File: config.mk
export PLATFORM = sky130hd
export DESIGN_NAME = touch_median_affine_calibrate_unit
export DESIGN_NICKNAME = d
export VERILOG_FILES = /design/src/rtl/tmac_pkg.sv /design/src/rtl/touch_median_affine_calibrate_unit.sv /design/src/rtl/tmac_front.sv /design/src/rtl/tmac_fifo.sv /design/src/rtl/tmac_back.sv
export SDC_FILE = /design/constraint.sdc
export NUM_CORES = 2
export LEC_CHECK = 0
export ABC_AREA = 1
export BUFFER_PORTS_ARGS = -buffer_cell sky130_fd_sc_hd__buf_2
export CORE_UTILIZATION = 40
export DETAILED_ROUTE_END_ITERATION = 6
export GPL_TIMING_DRIVEN = 0
export PLACE_DENSITY = 0.52
export SYNTH_ARGS = -nofsm -noshare
export SYNTH_HDL_FRONTEND = slang
export SYNTH_HIERARCHICAL = 1
export SYNTH_SLANG_ARGS = --single-unit
export TNS_END_PERCENT = 50
File: constraint.sdc
create_clock -name clk -period 7.19 [get_ports clk]
set_clock_uncertainty 0.2 [all_clocks]
set_input_delay 1.0785 -clock clk [delete_from_list [all_inputs] [get_ports clk]]
set_output_delay 1.0785 -clock clk [all_outputs]
set_load 0.005 [all_outputs]
File: src/rtl/tmac_pkg.sv
`default_nettype none
package tmac_pkg;

  localparam int SCREEN_WIDTH  = 320;
  localparam int SCREEN_HEIGHT = 240;

  localparam int RAW_W      = 12;
  localparam int SX_W       = 9;
  localparam int SY_W       = 8;
  localparam int GAIN_W     = 18;
  localparam int OFF_W      = 24;
  localparam int CFG_DATA_W = 24;
  localparam int CFG_IDX_W  = 3;

  localparam int CAL_SHIFT = 16;
  localparam int RAW_SHIFT = 12;
  localparam int PROD_W    = GAIN_W + RAW_W + 1;
  localparam int SUM_W     = 32;
  localparam int Q_W       = SUM_W - CAL_SHIFT;
  localparam int LIN_X_W   = RAW_W + $clog2(SCREEN_WIDTH);
  localparam int LIN_Y_W   = RAW_W + $clog2(SCREEN_HEIGHT);

  localparam int QDEPTH = 2;
  localparam int QPTR_W = $clog2(QDEPTH);
  localparam int QCNT_W = $clog2(QDEPTH + 1);

  localparam logic                     RST_CAL_ENABLE    = 1'b1;
  localparam logic signed [GAIN_W-1:0] RST_GAIN_X_FROM_X = 18'sd5734;
  localparam logic signed [GAIN_W-1:0] RST_GAIN_X_FROM_Y = 18'sd0;
  localparam logic signed [OFF_W-1:0]  RST_OFFSET_X      = -24'sd1146880;
  localparam logic signed [GAIN_W-1:0] RST_GAIN_Y_FROM_X = 18'sd0;
  localparam logic signed [GAIN_W-1:0] RST_GAIN_Y_FROM_Y = 18'sd3502;
  localparam logic signed [OFF_W-1:0]  RST_OFFSET_Y      = -24'sd700960;

  typedef enum logic [CFG_IDX_W-1:0] {
    REG_CAL_ENABLE    = 3'd0,
    REG_GAIN_X_FROM_X = 3'd1,
    REG_GAIN_X_FROM_Y = 3'd2,
    REG_OFFSET_X      = 3'd3,
    REG_GAIN_Y_FROM_X = 3'd4,
    REG_GAIN_Y_FROM_Y = 3'd5,
    REG_OFFSET_Y      = 3'd6
  } reg_index_t;

  typedef struct packed {
    logic             pressed;
    logic [RAW_W-1:0] raw_x;
    logic [RAW_W-1:0] raw_y;
  } item_t;

  typedef struct packed {
    logic                     cal_enable;
    logic signed [GAIN_W-1:0] gain_x_from_x;
    logic signed [GAIN_W-1:0] gain_x_from_y;
    logic signed [OFF_W-1:0]  offset_x;
    logic signed [GAIN_W-1:0] gain_y_from_x;
    logic signed [GAIN_W-1:0] gain_y_from_y;
    logic signed [OFF_W-1:0]  offset_y;
  } cal_cfg_t;

  function automatic logic [RAW_W-1:0] median3(input logic [RAW_W-1:0] a,
                                               input logic [RAW_W-1:0] b,
                                               input logic [RAW_W-1:0] c);
    logic [RAW_W-1:0] lo;
    logic [RAW_W-1:0] hi;
    lo = (a < b) ? a : b;
    hi = (a < b) ? b : a;
    if (c <= lo) begin
      median3 = lo;
    end else if (c >= hi) begin
      median3 = hi;
    end else begin
      median3 = c;
    end
  endfunction

endpackage
`default_nettype wire

File: src/rtl/touch_median_affine_calibrate_unit.sv
// An item accepted into the front register goes through the queue, the product
// stage and the result register to the result ports. Throughput: one item per
// cycle while results are popped, set by the two-stage multiply/clamp pipeline.
// Reset (rst_n low at a clock edge) empties every stage and the queue and
// loads the calibration registers with their default values.
`default_nettype none
module touch_median_affine_calibrate_unit (
  input  wire logic                                 clk,
  input  wire logic                                 rst_n,
  input  wire logic                                 cfg_we,
  input  wire logic [tmac_pkg::CFG_IDX_W-1:0]       cfg_index,
  input  wire logic [tmac_pkg::CFG_DATA_W-1:0]      cfg_data,
  input  wire logic                                 in_push,
  output logic                                      in_full,
  input  wire logic                                 in_pen_down_start,
  input  wire logic                                 in_pen_down_end,
  input  wire logic [tmac_pkg::RAW_W-1:0]           in_x_first,
  input  wire logic [tmac_pkg::RAW_W-1:0]           in_x_second,
  input  wire logic [tmac_pkg::RAW_W-1:0]           in_x_third,
  input  wire logic [tmac_pkg::RAW_W-1:0]           in_y_first,
  input  wire logic [tmac_pkg::RAW_W-1:0]           in_y_second,
  input  wire logic [tmac_pkg::RAW_W-1:0]           in_y_third,
  output logic                                      out_empty,
  input  wire logic                                 out_pop,
  output logic                                      out_pressed,
  output logic [tmac_pkg::SX_W-1:0]                 out_screen_x,
  output logic [tmac_pkg::SY_W-1:0]                 out_screen_y,
  output logic [tmac_pkg::RAW_W-1:0]                out_raw_x_median,
  output logic [tmac_pkg::RAW_W-1:0]                out_raw_y_median
);

  tmac_pkg::cal_cfg_t cfg_r;
  tmac_pkg::cal_cfg_t cfg_nxt;
  tmac_pkg::item_t    front_item;
  tmac_pkg::item_t    q_item;
  logic               front_push;
  logic               q_full;
  logic               q_empty;
  logic               q_pop;

  always_comb begin
    cfg_nxt = cfg_r;
    if (cfg_we) begin
      unique case (tmac_pkg::reg_index_t'(cfg_index))
        tmac_pkg::REG_CAL_ENABLE:    cfg_nxt.cal_enable    = cfg_data[0];
        tmac_pkg::REG_GAIN_X_FROM_X: cfg_nxt.gain_x_from_x = cfg_data[tmac_pkg::GAIN_W-1:0];
        tmac_pkg::REG_GAIN_X_FROM_Y: cfg_nxt.gain_x_from_y = cfg_data[tmac_pkg::GAIN_W-1:0];
        tmac_pkg::REG_OFFSET_X:      cfg_nxt.offset_x      = cfg_data[tmac_pkg::OFF_W-1:0];
        tmac_pkg::REG_GAIN_Y_FROM_X: cfg_nxt.gain_y_from_x = cfg_data[tmac_pkg::GAIN_W-1:0];
        tmac_pkg::REG_GAIN_Y_FROM_Y: cfg_nxt.gain_y_from_y = cfg_data[tmac_pkg::GAIN_W-1:0];
        tmac_pkg::REG_OFFSET_Y:      cfg_nxt.offset_y      = cfg_data[tmac_pkg::OFF_W-1:0];
        default:                     cfg_nxt = cfg_r;
      endcase
    end
  end

  always_ff @(posedge clk) begin
    if (!rst_n) begin
      cfg_r.cal_enable    <= tmac_pkg::RST_CAL_ENABLE;
      cfg_r.gain_x_from_x <= tmac_pkg::RST_GAIN_X_FROM_X;
      cfg_r.gain_x_from_y <= tmac_pkg::RST_GAIN_X_FROM_Y;
      cfg_r.offset_x      <= tmac_pkg::RST_OFFSET_X;
      cfg_r.gain_y_from_x <= tmac_pkg::RST_GAIN_Y_FROM_X;
      cfg_r.gain_y_from_y <= tmac_pkg::RST_GAIN_Y_FROM_Y;
      cfg_r.offset_y      <= tmac_pkg::RST_OFFSET_Y;
    end else begin
      cfg_r <= cfg_nxt;
    end
  end

  tmac_front u_front (
    .clk               (clk),
    .rst_n             (rst_n),
    .in_push           (in_push),
    .in_full           (in_full),
    .in_pen_down_start (in_pen_down_start),
    .in_pen_down_end   (in_pen_down_end),
    .in_x_first        (in_x_first),
    .in_x_second       (in_x_second),
    .in_x_third        (in_x_third),
    .in_y_first        (in_y_first),
    .in_y_second       (in_y_second),
    .in_y_third        (in_y_third),
    .q_push            (front_push),
    .q_full            (q_full),
    .q_item            (front_item)
  );

  tmac_fifo u_fifo (
    .clk       (clk),
    .rst_n     (rst_n),
    .push      (front_push),
    .push_item (front_item),
    .full      (q_full),
    .pop       (q_pop),
    .empty     (q_empty),
    .pop_item  (q_item)
  );

  tmac_back u_back (
    .clk              (clk),
    .rst_n            (rst_n),
    .cfg              (cfg_r),
    .q_empty          (q_empty),
    .q_pop            (q_pop),
    .q_item           (q_item),
    .out_empty        (out_empty),
    .out_pop          (out_pop),
    .out_pressed      (out_pressed),
    .out_screen_x     (out_screen_x),
    .out_screen_y     (out_screen_y),
    .out_raw_x_median (out_raw_x_median),
    .out_raw_y_median (out_raw_y_median)
  );

endmodule
`default_nettype wire

File: src/rtl/tmac_front.sv
`default_nettype none
module tmac_front (
  input  wire logic                          clk,
  input  wire logic                          rst_n,
  input  wire logic                          in_push,
  output logic                               in_full,
  input  wire logic                          in_pen_down_start,
  input  wire logic                          in_pen_down_end,
  input  wire logic [tmac_pkg::RAW_W-1:0]    in_x_first,
  input  wire logic [tmac_pkg::RAW_W-1:0]    in_x_second,
  input  wire logic [tmac_pkg::RAW_W-1:0]    in_x_third,
  input  wire logic [tmac_pkg::RAW_W-1:0]    in_y_first,
  input  wire logic [tmac_pkg::RAW_W-1:0]    in_y_second,
  input  wire logic [tmac_pkg::RAW_W-1:0]    in_y_third,
  output logic                               q_push,
  input  wire logic                          q_full,
  output tmac_pkg::item_t                    q_item
);

  logic            valid_r;
  logic            valid_nxt;
  tmac_pkg::item_t item_r;
  tmac_pkg::item_t item_nxt;
  logic            accept;

  assign q_push  = valid_r && !q_full;
  assign in_full = valid_r && q_full;
  assign accept  = in_push && !in_full;
  assign q_item  = item_r;

  always_comb begin
    valid_nxt = valid_r;
    if (accept) begin
      valid_nxt = 1'b1;
    end else if (q_push) begin
      valid_nxt = 1'b0;
    end
  end

  // A lifted pen yields an all-zero item.
  always_comb begin
    item_nxt.pressed = in_pen_down_start && in_pen_down_end;
    if (item_nxt.pressed) begin
      item_nxt.raw_x = tmac_pkg::median3(in_x_first, in_x_second, in_x_third);
      item_nxt.raw_y = tmac_pkg::median3(in_y_first, in_y_second, in_y_third);
    end else begin
      item_nxt.raw_x = '0;
      item_nxt.raw_y = '0;
    end
  end

  always_ff @(posedge clk) begin
    if (!rst_n) begin
      valid_r <= 1'b0;
    end else begin
      valid_r <= valid_nxt;
    end
  end

  always_ff @(posedge clk) begin
    if (accept) begin
      item_r <= item_nxt;
    end
  end

endmodule
`default_nettype wire

File: src/rtl/tmac_fifo.sv
`default_nettype none
module tmac_fifo (
  input  wire logic           clk,
  input  wire logic           rst_n,
  input  wire logic           push,
  input  wire tmac_pkg::item_t push_item,
  output logic                full,
  input  wire logic           pop,
  output logic                empty,
  output tmac_pkg::item_t     pop_item
);

  tmac_pkg::item_t                 mem_r [tmac_pkg::QDEPTH];
  logic [tmac_pkg::QPTR_W-1:0]     wr_ptr_r;
  logic [tmac_pkg::QPTR_W-1:0]     wr_ptr_nxt;
  logic [tmac_pkg::QPTR_W-1:0]     rd_ptr_r;
  logic [tmac_pkg::QPTR_W-1:0]     rd_ptr_nxt;
  logic [tmac_pkg::QCNT_W-1:0]     count_r;
  logic [tmac_pkg::QCNT_W-1:0]     count_nxt;
  logic                            do_push;
  logic                            do_pop;

  assign full     = (count_r == tmac_pkg::QCNT_W'(tmac_pkg::QDEPTH));
  assign empty    = (count_r == '0);
  assign do_push  = push && !full;
  assign do_pop   = pop && !empty;
  assign pop_item = mem_r[rd_ptr_r];

  always_comb begin
    wr_ptr_nxt = wr_ptr_r;
    rd_ptr_nxt = rd_ptr_r;
    count_nxt  = count_r;
    if (do_push) begin
      wr_ptr_nxt = (wr_ptr_r == tmac_pkg::QPTR_W'(tmac_pkg::QDEPTH - 1)) ? '0 :
                   wr_ptr_r + 1'b1;
    end
    if (do_pop) begin
      rd_ptr_nxt = (rd_ptr_r == tmac_pkg::QPTR_W'(tmac_pkg::QDEPTH - 1)) ? '0 :
                   rd_ptr_r + 1'b1;
    end
    if (do_push && !do_pop) begin
      count_nxt = count_r + 1'b1;
    end else if (do_pop && !do_push) begin
      count_nxt = count_r - 1'b1;
    end
  end

  always_ff @(posedge clk) begin
    if (!rst_n) begin
      wr_ptr_r <= '0;
      rd_ptr_r <= '0;
      count_r  <= '0;
    end else begin
      wr_ptr_r <= wr_ptr_nxt;
      rd_ptr_r <= rd_ptr_nxt;
      count_r  <= count_nxt;
    end
  end

  always_ff @(posedge clk) begin
    if (do_push) begin
      mem_r[wr_ptr_r] <= push_item;
    end
  end

endmodule
`default_nettype wire

File: src/rtl/tmac_back.sv
`default_nettype none
module tmac_back (
  input  wire logic                       clk,
  input  wire logic                       rst_n,
  input  wire tmac_pkg::cal_cfg_t         cfg,
  input  wire logic                       q_empty,
  output logic                            q_pop,
  input  wire tmac_pkg::item_t            q_item,
  output logic                            out_empty,
  input  wire logic                       out_pop,
  output logic                            out_pressed,
  output logic [tmac_pkg::SX_W-1:0]       out_screen_x,
  output logic [tmac_pkg::SY_W-1:0]       out_screen_y,
  output logic [tmac_pkg::RAW_W-1:0]      out_raw_x_median,
  output logic [tmac_pkg::RAW_W-1:0]      out_raw_y_median
);

  function automatic logic [tmac_pkg::Q_W-1:0] clamp_axis(
    input logic signed [tmac_pkg::SUM_W-1:0] sum,
    input logic [tmac_pkg::Q_W-1:0]          size
  );
    logic [tmac_pkg::Q_W-1:0] q;
    q = sum[tmac_pkg::SUM_W-1:tmac_pkg::CAL_SHIFT];
    if (sum[tmac_pkg::SUM_W-1]) begin
      clamp_axis = '0;
    end else if (q >= size) begin
      clamp_axis = size - 1'b1;
    end else begin
      clamp_axis = q;
    end
  endfunction

  logic                                   s1_v_r;
  logic                                   s1_pressed_r;
  logic                                   s1_cal_r;
  logic [tmac_pkg::RAW_W-1:0]             s1_rx_r;
  logic [tmac_pkg::RAW_W-1:0]             s1_ry_r;
  logic signed [tmac_pkg::PROD_W-1:0]     s1_pxx_r;
  logic signed [tmac_pkg::PROD_W-1:0]     s1_pxy_r;
  logic signed [tmac_pkg::PROD_W-1:0]     s1_pyx_r;
  logic signed [tmac_pkg::PROD_W-1:0]     s1_pyy_r;
  logic [tmac_pkg::LIN_X_W-1:0]           s1_linx_r;
  logic [tmac_pkg::LIN_Y_W-1:0]           s1_liny_r;

  logic                                   out_v_r;
  logic                                   pressed_r;
  logic [tmac_pkg::SX_W-1:0]              sx_r;
  logic [tmac_pkg::SY_W-1:0]              sy_r;
  logic [tmac_pkg::RAW_W-1:0]             rx_r;
  logic [tmac_pkg::RAW_W-1:0]             ry_r;

  logic                                   s2_ready;
  logic                                   s1_ready;
  logic signed [tmac_pkg::RAW_W:0]        rx_s;
  logic signed [tmac_pkg::RAW_W:0]        ry_s;
  logic signed [tmac_pkg::SUM_W-1:0]      sum_x;
  logic signed [tmac_pkg::SUM_W-1:0]      sum_y;
  logic [tmac_pkg::SX_W-1:0]              sx_nxt;
  logic [tmac_pkg::SY_W-1:0]              sy_nxt;

  assign s2_ready = !out_v_r || out_pop;
  assign s1_ready = !s1_v_r || s2_ready;
  assign q_pop    = !q_empty && s1_ready;

  assign rx_s = $signed({1'b0, q_item.raw_x});
  assign ry_s = $signed({1'b0, q_item.raw_y});

  assign sum_x = tmac_pkg::SUM_W'(s1_pxx_r) + tmac_pkg::SUM_W'(s1_pxy_r) +
                 tmac_pkg::SUM_W'(cfg.offset_x);
  assign sum_y = tmac_pkg::SUM_W'(s1_pyx_r) + tmac_pkg::SUM_W'(s1_pyy_r) +
                 tmac_pkg::SUM_W'(cfg.offset_y);

  always_comb begin
    if (!s1_pressed_r) begin
      sx_nxt = '0;
      sy_nxt = '0;
    end else if (s1_cal_r) begin
      sx_nxt = tmac_pkg::SX_W'(clamp_axis(sum_x,
                                          tmac_pkg::Q_W'(tmac_pkg::SCREEN_WIDTH)));
      sy_nxt = tmac_pkg::SY_W'(clamp_axis(sum_y,
                                          tmac_pkg::Q_W'(tmac_pkg::SCREEN_HEIGHT)));
    end else begin
      sx_nxt = tmac_pkg::SX_W'(s1_linx_r >> tmac_pkg::RAW_SHIFT);
      sy_nxt = tmac_pkg::SY_W'(s1_liny_r >> tmac_pkg::RAW_SHIFT);
    end
  end

  always_ff @(posedge clk) begin
    if (!rst_n) begin
      s1_v_r  <= 1'b0;
      out_v_r <= 1'b0;
    end else begin
      if (s1_ready) begin
        s1_v_r <= !q_empty;
      end
      if (s2_ready) begin
        out_v_r <= s1_v_r;
      end
    end
  end

  always_ff @(posedge clk) begin
    if (q_pop) begin
      s1_pressed_r <= q_item.pressed;
      s1_cal_r     <= cfg.cal_enable;
      s1_rx_r      <= q_item.raw_x;
      s1_ry_r      <= q_item.raw_y;
      s1_pxx_r     <= cfg.gain_x_from_x * rx_s;
      s1_pxy_r     <= cfg.gain_x_from_y * ry_s;
      s1_pyx_r     <= cfg.gain_y_from_x * rx_s;
      s1_pyy_r     <= cfg.gain_y_from_y * ry_s;
      s1_linx_r    <= tmac_pkg::LIN_X_W'(q_item.raw_x) *
                      tmac_pkg::LIN_X_W'(tmac_pkg::SCREEN_WIDTH);
      s1_liny_r    <= tmac_pkg::LIN_Y_W'(q_item.raw_y) *
                      tmac_pkg::LIN_Y_W'(tmac_pkg::SCREEN_HEIGHT);
    end
  end

  always_ff @(posedge clk) begin
    if (s2_ready && s1_v_r) begin
      pressed_r <= s1_pressed_r;
      sx_r      <= sx_nxt;
      sy_r      <= sy_nxt;
      rx_r      <= s1_rx_r;
      ry_r      <= s1_ry_r;
    end
  end

  assign out_empty        = !out_v_r;
  assign out_pressed      = pressed_r;
  assign out_screen_x     = sx_r;
  assign out_screen_y     = sy_r;
  assign out_raw_x_median = rx_r;
  assign out_raw_y_median = ry_r;

endmodule
`default_nettype wire

==> impl_table.tex <==
\begin{tabular}{lr}
\hline
Metric & Value \\
\hline
\multicolumn{2}{l}{\textbf{Critical path}} \\
Required time worst endpoint & 7.37 ns \\
Data arrival, critical path & 7.24 ns \\
Maximum fanout along the worst path & 10 \\
CP Class & register to register \\
Worst path buffer plus inverter count & 9 \\
Critical path startpoint category & register \\
End of the worst register-to-register path & u\_back/s1\_pxx\_r[30]\$\_DFFE\_PP\_ \\
Count of cells along the worst register-to-register path & 27 \\
Gate family responsible for the most delay along the worst path & adder cells \\
Worst path slowest cell & sky130\_fd\_sc\_hd\_\_fa\_1 \\
R2R Setup Slk & 0.13 ns \\
Critical Path Max Stage Delay & 0.56 ns \\
Endpoint class of the critical path & register \\
\multicolumn{2}{l}{\textbf{Min path}} \\
Startpoint of the lowest-slack hold path & u\_back/s1\_ry\_r[5]\$\_DFFE\_PP\_ \\
End point of the worst hold path & u\_back/out\_raw\_y\_median[5]\$\_DFFE\_PP\_ \\
Worst hold-check path type & register to register \\
Cell depth of the worst hold path & 0 \\
\multicolumn{2}{l}{\textbf{Timing}} \\
Slew margin rel. & 37.63\% \\
Minimum setup slack in the final design & 0.1339 ns \\
Unrepaired setup endpoints after global routing & yes \\
Final Slew Violations & 0 \\
Worst-case hold slack & 0.2194 ns \\
Final critical-path share of the clock period & 98.14\% \\
Actual transition at the worst max-transition pin & 0.9288 ns \\
Final setup violation count & 0 \\
Achievable clock frequency & 141.7 MHz \\
Fin crit period & 7.056 ns \\
Final hold violation count & 0 \\
\multicolumn{2}{l}{\textbf{Place}} \\
Worst slack at placement & -0.9961 ns \\
Number of placed instances, taps included & 9240 \\
Routability Congestion & 0.9537 \\
Hpwl dp & 154100 um \\
IO Port Bufs & 149 \\
\multicolumn{2}{l}{\textbf{Global route}} \\
Global-route wire length before repair & 275900 um \\
Total routing resource utilization after global routing & 25.24\% \\
Antenna violations before repair & 17 \\
Total grt overflow & 0 \\
Largest net degree at the start of global routing & 123 \\
Vias in the first global route & 46340 \\
\multicolumn{2}{l}{\textbf{Finish}} \\
Non-Filler Instances & 9320 \\
Synthesis-to-finish area growth & 9.074\% \\
Final core occ & 44.20\% \\
Number of nets at the end of the flow & 8812 \\
Layout filler cell count & 14520 \\
Multi-input gate area & 38250 um2 \\
Proportion of layout cells with a drive suffix above 1 & 6.453\% \\
Sequential standard cell area & 11110 um2 \\
\multicolumn{2}{l}{\textbf{Logic synthesis}} \\
Count of distinct cell types in the synthesized netlist & 56 \\
Syn. warnings & 6 \\
Netlist area before placement & 57580 um2 \\
Asr flop ratio synth & 0\% \\
Cells after Synth & 7198 \\
Synth area leader & sky130\_fd\_sc\_hd\_\_fa\_1 \\
Post-synth top area share & 30.32\% \\
Fraction of the yosys area taken by sequential cells & 19.30\% \\
Main area contributors after synthesis & sky130\_fd\_sc\_hd\_\_fa\_1 (30\%), sky130\_fd\_sc\_hd\_\_edfxtp\_1 (15\%), sky130\_fd\_sc\_hd\_\_inv\_1 (13\%), sky130\_fd\_sc\_hd\_\_nand2\_1 (12\%), sky130\_fd\_sc\_hd\_\_ha\_1 (9.8\%) \\
Ys flop type & sky130\_fd\_sc\_hd\_\_edfxtp\_1 \\
Post-Synthesis Net Count & 8628 \\
Post-synth EDFFs & 284 \\
Mean instance size in the synthesized netlist & 8.000 um2 \\
Count of state elements after synthesis & 413 \\
\multicolumn{2}{l}{\textbf{Clock tree}} \\
CTS tree & done \\
Maximum level of the CTS H-tree & 2 \\
Max clock buf depth & 3 \\
Total number of clock tree sinks & 413 \\
Number of hold buffers added after CTS & 0 \\
Clock input transition at the sequential cells of the worst setup and hold paths & 0.06 ns \\
Clock root cell & sky130\_fd\_sc\_hd\_\_clkbuf\_16 \\
Total clock buffers created by CTS & 50 \\
Clock insertion delay at the later pin of the skew report & 0.63 ns \\
\multicolumn{2}{l}{\textbf{Floorplanning}} \\
Number of rows in the core area & 138 \\
Effective utilization at floorplan & 40.52\% \\
Core region area & 142100 um2 \\
Die area & 145500 um2 \\
Floorplan die width & 381.4 um \\
Number of top-level pins & 150 \\
Overall die height & 381.4 um \\
\multicolumn{2}{l}{\textbf{Routing}} \\
ANT nets after route & 0 \\
DR vias/cell & 4.870 \\
Routed length on met2 & 82650 um \\
DR iter-0 viols & 3298 \\
Wire length per cell & 19.41 um \\
Routed length on met3 & 13940 um \\
Final WL & 180900 um \\
1st-pass router iterations & 6 \\
Highest routing layer actually used & met5 \\
Post-Route M1 WL & 79560 um \\
Count of vias placed by the detailed router & 45390 \\
Count of unresolved DRC violations after routing & 0 \\
\multicolumn{2}{l}{\textbf{Run}} \\
Max-Cap Viols & 0 \\
\multicolumn{2}{l}{\textbf{Run status}} \\
Outcome & completed \\
\hline
\end{tabular}
[logic make-up after synthesis]
kind of cell	Yosys count	synth area share [%]
and+or+nand+nor	2700	19.25
buffers and inverters	2213	14.73
adders and majority gates	1324	40.14
DFF	413	19.30
AOI/OAI and AO/OA	370	3.635
xor gates and xnor gates	153	2.327
muxes	25	0.6193
[per-stage QoR]
stage                     TNS [ns]  area (um2)
after CTS                        0       62610
final                            0       62810
after global placement      -62.35       60690
after detailed placement    -18.41       60800
after global routing       -0.2463       62790
after floorplan                  0       57580
[synth_stat cells, types with 14 or more instances]
cell type                     n
sky130_fd_sc_hd__inv_1     1957
sky130_fd_sc_hd__nand2_1   1834
sky130_fd_sc_hd__fa_1       872
sky130_fd_sc_hd__ha_1       452
sky130_fd_sc_hd__nor2_1     350
sky130_fd_sc_hd__nand3_1    333
sky130_fd_sc_hd__edfxtp_1   284
sky130_fd_sc_hd__a21oi_1    211
sky130_fd_sc_hd__clkbuf_1   172
sky130_fd_sc_hd__dfxtp_1    129
sky130_fd_sc_hd__xor2_1      84
sky130_fd_sc_hd__xnor2_1     69
sky130_fd_sc_hd__o21ai_0     68
sky130_fd_sc_hd__nand4_1     46
sky130_fd_sc_hd__and2_1      33
sky130_fd_sc_hd__buf_2       31
sky130_fd_sc_hd__nand2_2     31
sky130_fd_sc_hd__mux2_4      20
sky130_fd_sc_hd__nor3_1      20
sky130_fd_sc_hd__nor2_2      19
sky130_fd_sc_hd__o21bai_1    18
sky130_fd_sc_hd__a21o_1      14
sky130_fd_sc_hd__a31oi_1     14
sky130_fd_sc_hd__buf_1       14
[cell type report]
type / instances / area share [%]
multi-input cells: 4572 / 60.90
flip-flops and latches: 413 / 17.69
inverters: 1976 / 11.83
well taps: 1890 / 3.765
clock buffers: 62 / 2.283
plain buffers: 213 / 1.675
repair buffers: 156 / 1.343
clock inverters: 31 / 0.4781
diodes: 7 / 0.02789
[worst register-to-register path, stage by stage (launching register included)]
cell and delay (ns):
sky130_fd_sc_hd__dfxtp_1 0.33, sky130_fd_sc_hd__buf_6 0.16, sky130_fd_sc_hd__buf_12 0.19, sky130_fd_sc_hd__mux2_4 0.35, sky130_fd_sc_hd__buf_2 0.26, sky130_fd_sc_hd__clkbuf_4 0.29
sky130_fd_sc_hd__nand2_1 0.09, sky130_fd_sc_hd__inv_1 0.06, sky130_fd_sc_hd__fa_1 0.52, sky130_fd_sc_hd__inv_1 0.05, sky130_fd_sc_hd__fa_1 0.48, sky130_fd_sc_hd__inv_1 0.06
sky130_fd_sc_hd__fa_1 0.50, sky130_fd_sc_hd__fa_1 0.56, sky130_fd_sc_hd__inv_1 0.05, sky130_fd_sc_hd__fa_1 0.48, sky130_fd_sc_hd__inv_1 0.04, sky130_fd_sc_hd__ha_1 0.34
sky130_fd_sc_hd__nand2_1 0.08, sky130_fd_sc_hd__nor3_1 0.26, sky130_fd_sc_hd__a21oi_1 0.18, sky130_fd_sc_hd__o21bai_2 0.26, sky130_fd_sc_hd__nand3_1 0.11, sky130_fd_sc_hd__nand3_1 0.14
sky130_fd_sc_hd__nand2_1 0.08, sky130_fd_sc_hd__nand2_1 0.17, sky130_fd_sc_hd__a21oi_1 0.13, sky130_fd_sc_hd__xnor2_2 0.36
[layout by cell type (no fill, tap or decap), drive strengths merged, types with 209 or more instances in the layout]
cell type	synthesis	routed
inv	1963	1969
nor2	379	379
buf	65	221
fa	872	872
clkbuf	172	209
edfxtp	284	284
nand2	1867	1867
ha	452	452
a21oi	219	219
nand3	340	340
[worst max path at each step]
stage | to | slack (ns) | depth (start not counted) | startpoint
final | u_back/s1_pxx_r[30]$_DFFE_PP_ | 0.13 | 27 | register
after global placement | u_back/s1_pxy_r[25]$_DFFE_PP_ | -0.96 | 23 | register
after floorplan | u_back/s1_pyy_r[27]$_DFFE_PP_ | 1.25 | 22 | register
after detailed placement | u_back/s1_pxy_r[25]$_DFFE_PP_ | -1.0 | 23 | register
after CTS | u_back/s1_pxy_r[24]$_DFFE_PP_ | 0.003 | 23 | register
after global routing | u_back/s1_pxx_r[30]$_DFFE_PP_ | -0.08 | 27 | register
[per-layer routing]
layer	global-route usage, %	vias to the layer above
met3	4.217	195
met4	5.853	12
met1	34.85	22280
li1	-	21560
met5	0	-
met2	41.26	1340
[state kept, by name, summed over array words and instances, names as in the netlist, 25 cells and up, named ones only]
register	count
u_back/s1_pxy_r	31
u_front/q_item	25
u_fifo/mem_r	50
u_back/s1_pyx_r	31
u_back/s1_pyy_r	31
cfg_r	121
u_back/s1_pxx_r	31
[what timing repair did]
action                     CTS  global route
resized for setup           47            66
setup endpoints to repair   53            24
pin swaps                    2             3
setup buffers                0             4
Power is left out: the tool's default activity adds up to more than one toggle a clock period on the data nets, which glitch-free logic cannot reach.
